--- src/design/tvcr_pkg.sv ---
`default_nettype none

package tvcr_pkg;

    localparam int GP_SLOTS = 4;
    localparam int SE_SLOTS = 2;
    localparam int GRADIENT_POINTS_DEF = 4;
    localparam int SLANT_ENTRIES_DEF = 2;
    localparam int NEIGHBORS = 8;
    localparam int CHANNELS = 3;
    localparam int NORM_Q_W = 17;
    localparam int NORM_D_W = 16;
    localparam int MIX_Q_W = 8;
    localparam int MIX_D_W = 16;
    localparam int CFG_INDEX_W = 3;
    localparam int CFG_DATA_W = 64;
    localparam int GP_W = 41;

    localparam logic [14:0] STEEP_MAX = 15'h7fff;
    localparam logic signed [15:0] HN_FLAT = -16'sd16384;
    localparam logic signed [15:0] HN_TOP = 16'sh7fff;
    localparam logic signed [15:0] HN_BOTTOM = -16'sh8000;
    localparam logic [18:0] HN_OFFSET = 19'd16384;

    typedef enum logic [CFG_INDEX_W-1:0] {
        REG_MIN_HEIGHT = 3'd0,
        REG_MAX_HEIGHT = 3'd1,
        REG_GP0        = 3'd2,
        REG_GP1        = 3'd3,
        REG_GP2        = 3'd4,
        REG_GP3        = 3'd5,
        REG_SE0        = 3'd6,
        REG_SE1        = 3'd7
    } reg_index_t;

    typedef enum logic [1:0] {
        MODE_WHITE,
        MODE_HIGH,
        MODE_LOW,
        MODE_INTERP
    } mode_t;

    typedef logic [CHANNELS-1:0][7:0] rgb_t;

    localparam rgb_t RGB_WHITE = '1;

    typedef struct packed {
        logic signed [15:0] center_height;
        logic signed [15:0] north_west_height;
        logic signed [15:0] north_height;
        logic signed [15:0] north_east_height;
        logic signed [15:0] west_height;
        logic signed [15:0] east_height;
        logic signed [15:0] south_west_height;
        logic signed [15:0] south_height;
        logic signed [15:0] south_east_height;
        logic [7:0]         neighbor_inside;
    } vertex_t;

    typedef struct packed {
        logic [7:0] red;
        logic [7:0] green;
        logic [7:0] blue;
    } color_t;

    typedef struct packed {
        logic               present;
        logic signed [15:0] height;
        rgb_t               rgb;
    } gpoint_t;

    typedef struct packed {
        logic [15:0] lo;
        logic [15:0] hi;
        rgb_t        rgb;
        logic [7:0]  rate;
    } slant_t;

    typedef struct packed {
        rgb_t       rgb;
        logic [7:0] rate;
    } blend_t;

    typedef struct packed {
        blend_t slant;
        logic   neg;
        logic   ovf;
        logic   flat;
    } norm_side_t;

    typedef struct packed {
        blend_t slant;
        mode_t  mode;
        rgb_t   direct;
    } mix_side_t;

endpackage

`default_nettype wire

--- src/design/tvcr_ramp.sv ---
`default_nettype none

module tvcr_ramp #(
    parameter int GRADIENT_POINTS = tvcr_pkg::GRADIENT_POINTS_DEF
) (
    input  wire                                          clk,
    input  wire                                          rst_n,
    input  wire                                          en,
    input  wire                                          in_valid,
    input  wire  [tvcr_pkg::NORM_Q_W-1:0]                in_quot,
    input  wire                                          in_rem_nz,
    input  wire  tvcr_pkg::norm_side_t                   in_side,
    input  wire  tvcr_pkg::gpoint_t [GRADIENT_POINTS-1:0] points,
    output logic                                         out_valid,
    output logic [tvcr_pkg::CHANNELS-1:0][tvcr_pkg::MIX_D_W-1:0] out_rem,
    output logic [tvcr_pkg::CHANNELS-1:0][tvcr_pkg::MIX_Q_W-1:0] out_bits,
    output logic [tvcr_pkg::MIX_D_W-1:0]                 out_div,
    output tvcr_pkg::mix_side_t                          out_side
);

    localparam int CH = tvcr_pkg::CHANNELS;

    // stage 0: floor correction, offset, saturation
    logic                 v0_reg;
    logic signed [15:0]   hn0_reg;
    logic signed [15:0]   hn0_next;
    tvcr_pkg::blend_t     sl0_reg;

    always_comb
    begin
        logic [18:0]        qx;
        logic signed [18:0] hx;
        qx = {2'b00, in_quot};
        if (in_side.neg)
        begin
            qx = 19'd0 - (qx + {18'd0, in_rem_nz});
        end
        hx = $signed(qx - tvcr_pkg::HN_OFFSET);
        if (in_side.flat)
        begin
            hn0_next = tvcr_pkg::HN_FLAT;
        end
        else if (in_side.ovf)
        begin
            hn0_next = in_side.neg ? tvcr_pkg::HN_BOTTOM : tvcr_pkg::HN_TOP;
        end
        else if (hx > 19'sd32767)
        begin
            hn0_next = tvcr_pkg::HN_TOP;
        end
        else if (hx < -19'sd32768)
        begin
            hn0_next = tvcr_pkg::HN_BOTTOM;
        end
        else
        begin
            hn0_next = hx[15:0];
        end
    end

    // stage 1: nearest point above and below
    logic                 v1_reg;
    logic signed [15:0]   hn1_reg;
    logic                 fh_reg, fh_next;
    logic                 fl_reg, fl_next;
    logic signed [15:0]   hh_reg, hh_next;
    logic signed [15:0]   lh_reg, lh_next;
    tvcr_pkg::rgb_t       hc1_reg, hc1_next;
    tvcr_pkg::rgb_t       lc1_reg, lc1_next;
    tvcr_pkg::blend_t     sl1_reg;

    always_comb
    begin
        fh_next  = 1'b0;
        fl_next  = 1'b0;
        hh_next  = '0;
        lh_next  = '0;
        hc1_next = '0;
        lc1_next = '0;
        for (int i = 0; i < GRADIENT_POINTS; i++)
        begin
            if (points[i].present)
            begin
                if (hn0_reg < points[i].height && (!fh_next || hh_next > points[i].height))
                begin
                    fh_next  = 1'b1;
                    hh_next  = points[i].height;
                    hc1_next = points[i].rgb;
                end
                if (hn0_reg > points[i].height && (!fl_next || lh_next < points[i].height))
                begin
                    fl_next  = 1'b1;
                    lh_next  = points[i].height;
                    lc1_next = points[i].rgb;
                end
            end
        end
    end

    tvcr_pkg::mode_t mode1;

    always_comb
    begin
        unique case ({fh_reg, fl_reg})
            2'b11:   mode1 = tvcr_pkg::MODE_INTERP;
            2'b10:   mode1 = tvcr_pkg::MODE_HIGH;
            2'b01:   mode1 = tvcr_pkg::MODE_LOW;
            default: mode1 = tvcr_pkg::MODE_WHITE;
        endcase
    end

    // stage 2: span and offsets
    logic                 v2_reg;
    logic [15:0]          dd2_reg;
    logic [15:0]          n2_reg;
    logic [15:0]          m2_reg;
    logic [16:0]          dd_x;
    logic [16:0]          n_x;
    tvcr_pkg::mode_t      mode2_reg;
    tvcr_pkg::rgb_t       hc2_reg;
    tvcr_pkg::rgb_t       lc2_reg;
    tvcr_pkg::blend_t     sl2_reg;

    assign dd_x = {hh_reg[15], hh_reg} - {lh_reg[15], lh_reg};
    assign n_x  = {hn1_reg[15], hn1_reg} - {lh_reg[15], lh_reg};

    // stage 3: weighted products
    logic                         v3_reg;
    logic [CH-1:0][23:0]          plo_reg;
    logic [CH-1:0][23:0]          phi_reg;
    logic [15:0]                  dd3_reg;
    tvcr_pkg::mode_t              mode3_reg;
    tvcr_pkg::rgb_t               hc3_reg;
    tvcr_pkg::rgb_t               lc3_reg;
    tvcr_pkg::blend_t             sl3_reg;
    logic [CH-1:0][23:0]          plo_next;
    logic [CH-1:0][23:0]          phi_next;

    always_comb
    begin
        for (int k = 0; k < CH; k++)
        begin
            plo_next[k] = {16'd0, lc2_reg[k]} * {8'd0, m2_reg};
            phi_next[k] = {16'd0, hc2_reg[k]} * {8'd0, n2_reg};
        end
    end

    // stage 4: numerators, direct color
    logic [CH-1:0][23:0]  num;
    tvcr_pkg::rgb_t       direct4;

    always_comb
    begin
        for (int k = 0; k < CH; k++)
        begin
            num[k] = plo_reg[k] + phi_reg[k] + {9'd0, dd3_reg[15:1]};
        end
        case (mode3_reg)
            tvcr_pkg::MODE_HIGH: direct4 = hc3_reg;
            tvcr_pkg::MODE_LOW:  direct4 = lc3_reg;
            default:             direct4 = tvcr_pkg::RGB_WHITE;
        endcase
    end

    always_ff @(posedge clk or negedge rst_n)
    begin
        if (!rst_n)
        begin
            v0_reg    <= 1'b0;
            v1_reg    <= 1'b0;
            v2_reg    <= 1'b0;
            v3_reg    <= 1'b0;
            out_valid <= 1'b0;
        end
        else if (en)
        begin
            v0_reg    <= in_valid;
            v1_reg    <= v0_reg;
            v2_reg    <= v1_reg;
            v3_reg    <= v2_reg;
            out_valid <= v3_reg;
        end
    end

    always_ff @(posedge clk)
    begin
        if (en)
        begin
            hn0_reg   <= hn0_next;
            sl0_reg   <= in_side.slant;
            hn1_reg   <= hn0_reg;
            fh_reg    <= fh_next;
            fl_reg    <= fl_next;
            hh_reg    <= hh_next;
            lh_reg    <= lh_next;
            hc1_reg   <= hc1_next;
            lc1_reg   <= lc1_next;
            sl1_reg   <= sl0_reg;
            dd2_reg   <= dd_x[15:0];
            n2_reg    <= n_x[15:0];
            m2_reg    <= dd_x[15:0] - n_x[15:0];
            mode2_reg <= mode1;
            hc2_reg   <= hc1_reg;
            lc2_reg   <= lc1_reg;
            sl2_reg   <= sl1_reg;
            plo_reg   <= plo_next;
            phi_reg   <= phi_next;
            dd3_reg   <= dd2_reg;
            mode3_reg <= mode2_reg;
            hc3_reg   <= hc2_reg;
            lc3_reg   <= lc2_reg;
            sl3_reg   <= sl2_reg;
            for (int k = 0; k < CH; k++)
            begin
                out_rem[k]  <= num[k][23:8];
                out_bits[k] <= num[k][7:0];
            end
            out_div         <= dd3_reg;
            out_side.slant  <= sl3_reg;
            out_side.mode   <= mode3_reg;
            out_side.direct <= direct4;
        end
    end

    a_above: assert property (@(posedge clk) disable iff (!rst_n)
        v1_reg && fh_reg |-> hh_reg > hn1_reg)
        else $error("upper gradient point not above height");

    a_below: assert property (@(posedge clk) disable iff (!rst_n)
        v1_reg && fl_reg |-> lh_reg < hn1_reg)
        else $error("lower gradient point not below height");

endmodule

`default_nettype wire

--- config.mk ---
export PLATFORM = sky130hd
export DESIGN_NAME = tvcr_ramp
export DESIGN_NICKNAME = d
export VERILOG_FILES = /design/src/design/tvcr_pkg.sv /design/src/design/tvcr_ramp.sv
export SDC_FILE = /design/constraint.sdc
export NUM_CORES = 2
export LEC_CHECK = 0
export BUFFER_PORTS_ARGS = -buffer_cell sky130_fd_sc_hd__buf_2
export CORE_AREA = 2 2 331 333
export CTS_CLUSTER_SIZE = 28
export DETAILED_ROUTE_END_ITERATION = 8
export DIE_AREA = 0 0 333 335
export GPL_TIMING_DRIVEN = 0
export HOLD_SLACK_MARGIN = 0.05
export PLACE_DENSITY = 0.79
export SYNTH_ARGS = -nofsm -noshare
export SYNTH_HDL_FRONTEND = slang
export SYNTH_SLANG_ARGS = --single-unit
--- constraint.sdc ---
create_clock -name clk -period 8.25 [get_ports clk]
set_clock_uncertainty 0.15 [all_clocks]
set_input_delay 1.2375 -clock clk [delete_from_list [all_inputs] [get_ports clk]]
set_output_delay 1.2375 -clock clk [all_outputs]
set_load 0.05 [all_outputs]
# Word level (Yosys, flattened, before mapping)
# Index checks and enable logic that the tools add are counted.
dict set report totals {
  word_cells 184
  inputBits 221
  ff_bits 701
}
dict set report op_classes {
  n_eq_ne 5
  n_reduce_logical 18
  mul 6
  n_lt_le_gt_ge 16
  add_sub_neg 12
  n_mux 55
}
# op n
set ops {}
lappend ops {{24-bit 2-to-1 mux} 16}
lappend ops {{16-bit 2-to-1 mux} 20}
lappend ops {{8-bit by 16-bit multiplier with 24-bit output} 6}
lappend ops {{16-bit > comparator} 7}
lappend ops {{16-bit less-than comparator} 7}
lappend ops {{24-bit by 15-bit adder with 24-bit output} 3}
lappend ops {{24-bit adder} 3}
lappend ops {{24-bit case mux with 2 select lines} 1}
lappend ops {{16-bit subtractor} 3}
lappend ops {{19-bit by 16-bit > comparator with 1-bit output, second input constant} 1}
lappend ops {{19-bit by 16-bit less-than comparator with 1-bit output, second input constant} 1}
lappend ops {{19-bit 2-to-1 mux} 1}
lappend ops {{1-bit by 18-bit subtractor with 19-bit output, first input constant} 1}
lappend ops {{19-bit by 15-bit subtractor with 19-bit output, second input constant} 1}
lappend ops {{17-bit by 1-bit adder with 18-bit output} 1}
lappend ops {{1-bit 2-to-1 mux} 16}
lappend ops {{2-bit == test, second input constant} 3}
lappend ops {{1-bit logical AND} 6}
lappend ops {{1-bit logical NOT} 6}
lappend ops {{1-bit logical OR} 6}
lappend ops {{2-bit case mux with 3 select lines} 1}
lappend ops {{2-bit by 1-bit == test with 1-bit output, second input constant} 2}

# Depth between registers and ports, before layout
dict set report depth {
  word_depth 18
  ltp_mapped 43
  mapped_depth_nobuf 39
}

# Worst setup path after synthesis
# Ideal clock, no wire load.
dict set report synth_path {
  kind {input to register}
  start {input port points[31] (netlist name)}
  end {register hh_reg[10] (data pin)}
  required_ns 7.840
  path_slack_ns -0.970
  cell_stages 43
  arrival_time_ns 8.810
  setup_time_ns 0.260
  path_cell_list {inv_1 ha_1 a21oi_1 o21ai_0 a211oi_1 nand3_1 xnor2_1 nand2_1 clkbuf_1 nor2_1 ha_1 a21o_1 a21o_1 a21o_1 a21o_1 a21o_1 a211oi_1 o22ai_1 (+7 left out) a21o_1 a211oi_1 o21ai_0 a21o_1 clkbuf_1 mux2_2 ha_1 nor2b_1 o21a_1 o21ai_0 nand2b_1 a21oi_1 nor2b_1 o21ai_0 a31oi_1 o211a_1 clkbuf_1 mux2_2}
}
dict set report synth_via {
  elab_chain_cells 18
}
# element line
set synth_lines {}
lappend synth_lines {{start: declaration} tvcr_ramp.sv:13} ;# input wire tvcr_pkg::gpoint_t [GRADIENT_POINTS-1:0] points,
lappend synth_lines {{16-bit less-than comparator} tvcr_ramp.sv:84} ;# if (hn0_reg < points[i].height && (!fh_next || hh_next > points[i].height))
lappend synth_lines {{16-bit 2-to-1 mux or 1-bit 2-to-1 mux (tied branches)} tvcr_ramp.sv:84}
lappend synth_lines {{16-bit 2-to-1 mux or 1-bit 2-to-1 mux (tied branches)} tvcr_ramp.sv:82} ;# if (points[i].present)
lappend synth_lines {{16-bit > comparator or 1-bit logical NOT (tied branches)} tvcr_ramp.sv:84}
lappend synth_lines {{1-bit logical OR} tvcr_ramp.sv:84}
lappend synth_lines {{1-bit logical AND} tvcr_ramp.sv:84}
lappend synth_lines {{16-bit 2-to-1 mux or 1-bit 2-to-1 mux (tied branches)} tvcr_ramp.sv:84}
lappend synth_lines {{16-bit 2-to-1 mux or 1-bit 2-to-1 mux (tied branches)} tvcr_ramp.sv:82}
lappend synth_lines {{(+3 left out)} -}
lappend synth_lines {{16-bit 2-to-1 mux or 1-bit 2-to-1 mux (tied branches)} tvcr_ramp.sv:84}
lappend synth_lines {{16-bit 2-to-1 mux or 1-bit 2-to-1 mux (tied branches)} tvcr_ramp.sv:82}
lappend synth_lines {{16-bit > comparator or 1-bit logical NOT (tied branches)} tvcr_ramp.sv:84}
lappend synth_lines {{1-bit logical OR} tvcr_ramp.sv:84}
lappend synth_lines {{1-bit logical AND} tvcr_ramp.sv:84}
lappend synth_lines {{16-bit 2-to-1 mux} tvcr_ramp.sv:84}
lappend synth_lines {{16-bit 2-to-1 mux (*)} tvcr_ramp.sv:82}
lappend synth_lines {{named net hh_next[10]} tvcr_ramp.sv:66} ;# logic signed [15:0] hh_reg, hh_next;
lappend synth_lines {{end signal: assignment} tvcr_ramp.sv:194} ;# hh_reg <= hh_next;
lappend synth_lines {{end: declaration} tvcr_ramp.sv:66}
# The timed path passes the listed nets; every way through them passes the cells marked *.
# A chain may end at the register's enable or synchronous reset.

==> qor.yml <==
status:
  status: "finished with violations"
  failed_checks: "setup timing"
sta:
  post-route-period-util: 1.07
  final-setup-viol-count: 80
  setup_ws_ns: -0.604
  fin_crit_ns: 8.85
  fin_hold_ws_ns: 0.192
  drv_slew: 0
  hold_viol_final: 0
  max_freq_ghz: 0.113
  tightestPinTransition_ns: 1.11
  slew_headroom: 0.263
  rsz0062_at_grt: "yes"
placed_design:
  hpwl_mm: 129
  port-buffer-count: 366
  place_inst: 7068
  globalplace.congestion: 0.966
cells_and_area:
  final_net_count: 7157
  drive_gt1_frac: 0.150
  layout_common_cells: "edfxtp_1 (696), inv_1 (650), nand2_1 (566)"
  final_cells: 7288
  area_growth_syn_to_layout_pct: 14.4
  mostFrequentLayoutCell: "edfxtp_1"
worst_setup_path:
  worst_path_most_repeated_cell: "a21o_1"
  cp.arrival_ns: 9.10
  critPathCaptureType: "flop"
  cp_slowest_cell: "a2111o_1"
  critical_path_class: "input pin to flop"
  critPathTopFamily: "compound AO/OA/AOI/OAI gates"
  worstPathRequired_ns: 8.50
  cp_num_buf_inv: 7
  critPathMaxStageDelay_ns: 0.47
  crit_fanout: 10
  start_kind: "input pin"
global_routing:
  overflow: 0
  track_usage: 0.300
  grt_max_degree: 135
  grt_antenna_before_repair: 16
  grt_pass1_wl_mm: 252
  grt_pass1_vias: 43256
cts:
  hold_buffers: 0
  cts_tree: "yes"
  cts-root-buf: "clkbuf_16"
  clock_latency_ns: 0.69
  clk_transition_reported_paths_ns: 0.07
  htree_levels: 3
  clock-sinks: 701
  clk_path_buf_depth: 3
  numCtsBuffers: 79
route:
  first_pass_iters: 6
  wirelength_mm: 166
  vias_per_cell: 5.81
  wl_per_cell_um: 22.8
  post-route-drc-count: 0
  antenna_left: 0
  vias: 42324
  first_iter_violations: 3505
synth:
  yosysWarnings: 0
  ys_seq_area_frac: 0.357
  synthCells: 5282
  synthDistinctLibCells: 88
  ys_ff_latch: 701
  syn_avg_cell_area_um2: 11.1
  ys.flop_type: "edfxtp_1"
  async_flop_share: 0.00713
  syn_area_um2: 58900
  syn_nets: 6637
  synth_edf_count: 696
floorplan:
  die_w_um: 333
  die_area_um2: 112000
  fp.dieH_um: 335
  rows: 121
  io_pins: 368
  core-area_um2: 108000
  start_util: 0.545
flow_run:
  cap_violations: 0
min_path:
  hp-class: "input pin to asynchronous set/reset pin"
[worst paths after layout]
path	from	to	slack [ns]	cells past startpoint
worst max-delay path	points[25]	hc1_reg[14]$_DFFE_PP_	-0.60	44
min in group clk	sl3_reg[6]$_DFFE_PP_	out_side[32]$_DFFE_PP_	0.26	0
max in group asynchronous	rst_n	v0_reg$_DFFE_PN0P_	7.63	1
worst min register to register	sl3_reg[6]$_DFFE_PP_	out_side[32]$_DFFE_PP_	0.26	0
worst max register to register	hn0_reg[1]$_SDFFCE_PP0P_	hc1_reg[14]$_DFFE_PP_	-0.54	42
worst min-delay path	rst_n	v2_reg$_DFFE_PN0P_	0.19	1
[cells by family after synthesis]
logic type,synth area share
XOR/XNOR,0.0309
adder cells (fa/ha/maj),0.312
AO/OA/AOI/OAI,0.0879
AND/OR/NAND/NOR,0.127
flip-flops,0.357
multiplexers,0.0322
buffers and inverters,0.0534
[metal layers]
layer	routed length (um)	GRT usage	vias to the layer above
met5	52	0	-
met4	10900	0.172	8
met3	15900	0.0749	440
met2	76400	0.485	1950
met1	63200	0.366	20679
li1	-	-	19247
[cell type report]
| cell class | instances | area (um^2) |
|---|---|---|
| Clock buffer | 89 | 2010 |
| Buffer | 164 | 988 |
| Multi-Input combinational cell | 3751 | 35600 |
| Clock inverter | 52 | 638 |
| Tap cell | 1414 | 1770 |
| Timing Repair Buffer | 440 | 2720 |
| Sequential cell | 701 | 21000 |
| Inverter | 665 | 2540 |
| Fill cell | 8401 | 40700 |
| Antenna cell | 12 | 30.0 |
[repair_timing]
action	in CTS	in global routing
setup buffers	59	4
setup endpoints to repair	80	80
hold endpoints to repair	0	0
pin swaps	63	18
gates cloned	7	0
resized for setup	221	15
[worst register-to-register path, delay by kind of cell (launching register included)]
| kind | cells | cell delay (ns) |
|---|---|---|
| flip-flops | 1 | 0.53 |
| adder cells (fa/ha/maj) | 4 | 1.16 |
| buffers and inverters | 5 | 0.98 |
| AND/OR/NAND/NOR | 8 | 0.78 |
| XOR/XNOR | 1 | 0.14 |
| AO/OA/AOI/OAI | 22 | 4.05 |
| multiplexers | 2 | 0.72 |
[synthesized netlist by cell type (all sizes together), types with 9 or more instances]
library cell    n  area, um^2
edfxtp        696       20900
inv           665        2500
ha            579        7240
nand2         568        2130
fa            555       11100
and2          374        2340
a21oi         173         866
nor2          168         631
xnor2         166        1450
mux2          163        1840
clkbuf        149         559
o21ai         116         622
nor3          103         521
a22o           78         683
nand3          76         380
a21o           61         458
nor2b          43         269
xor2           39         342
and3           36         235
or3            35         220
a211oi         31         238
o21a           31         233
a221o          27         270
nand4          27         169
o211ai         25         188
nand2b         24         150
a31oi          22         138
a2111oi        16         159
buf            16        90.1
a211o          15         131
a31o           15         131
or2            12        75.1
nand3b         11        82.6
o21bai         11        82.6
a221oi         10         100
o41ai           9        78.8
[through the flow]
| stage | setup slack (ns) | utilization | cell area [um^2] | setup TNS [ns] |
|---|---|---|---|---|
| 6_report | -0.604 | 0.623 | 67400 | -42.66 |
| 5_1_grt | -0.864 | 0.623 | 67300 | -63.67 |
| 4_1_cts | -0.454 | 0.622 | 67300 | -27.39 |
| 3_5_place_dp | -2.09 | 0.584 | 63100 | -155.54 |
| 3_3_place_gp | -5.05 | 0.582 | 62900 | -3321.50 |
| 2_1_floorplan | -0.175 | - | 59300 | -5.64 |
Power is not shown: default switching activity piles up to over one toggle a cycle in this logic, so the estimate is an artifact.
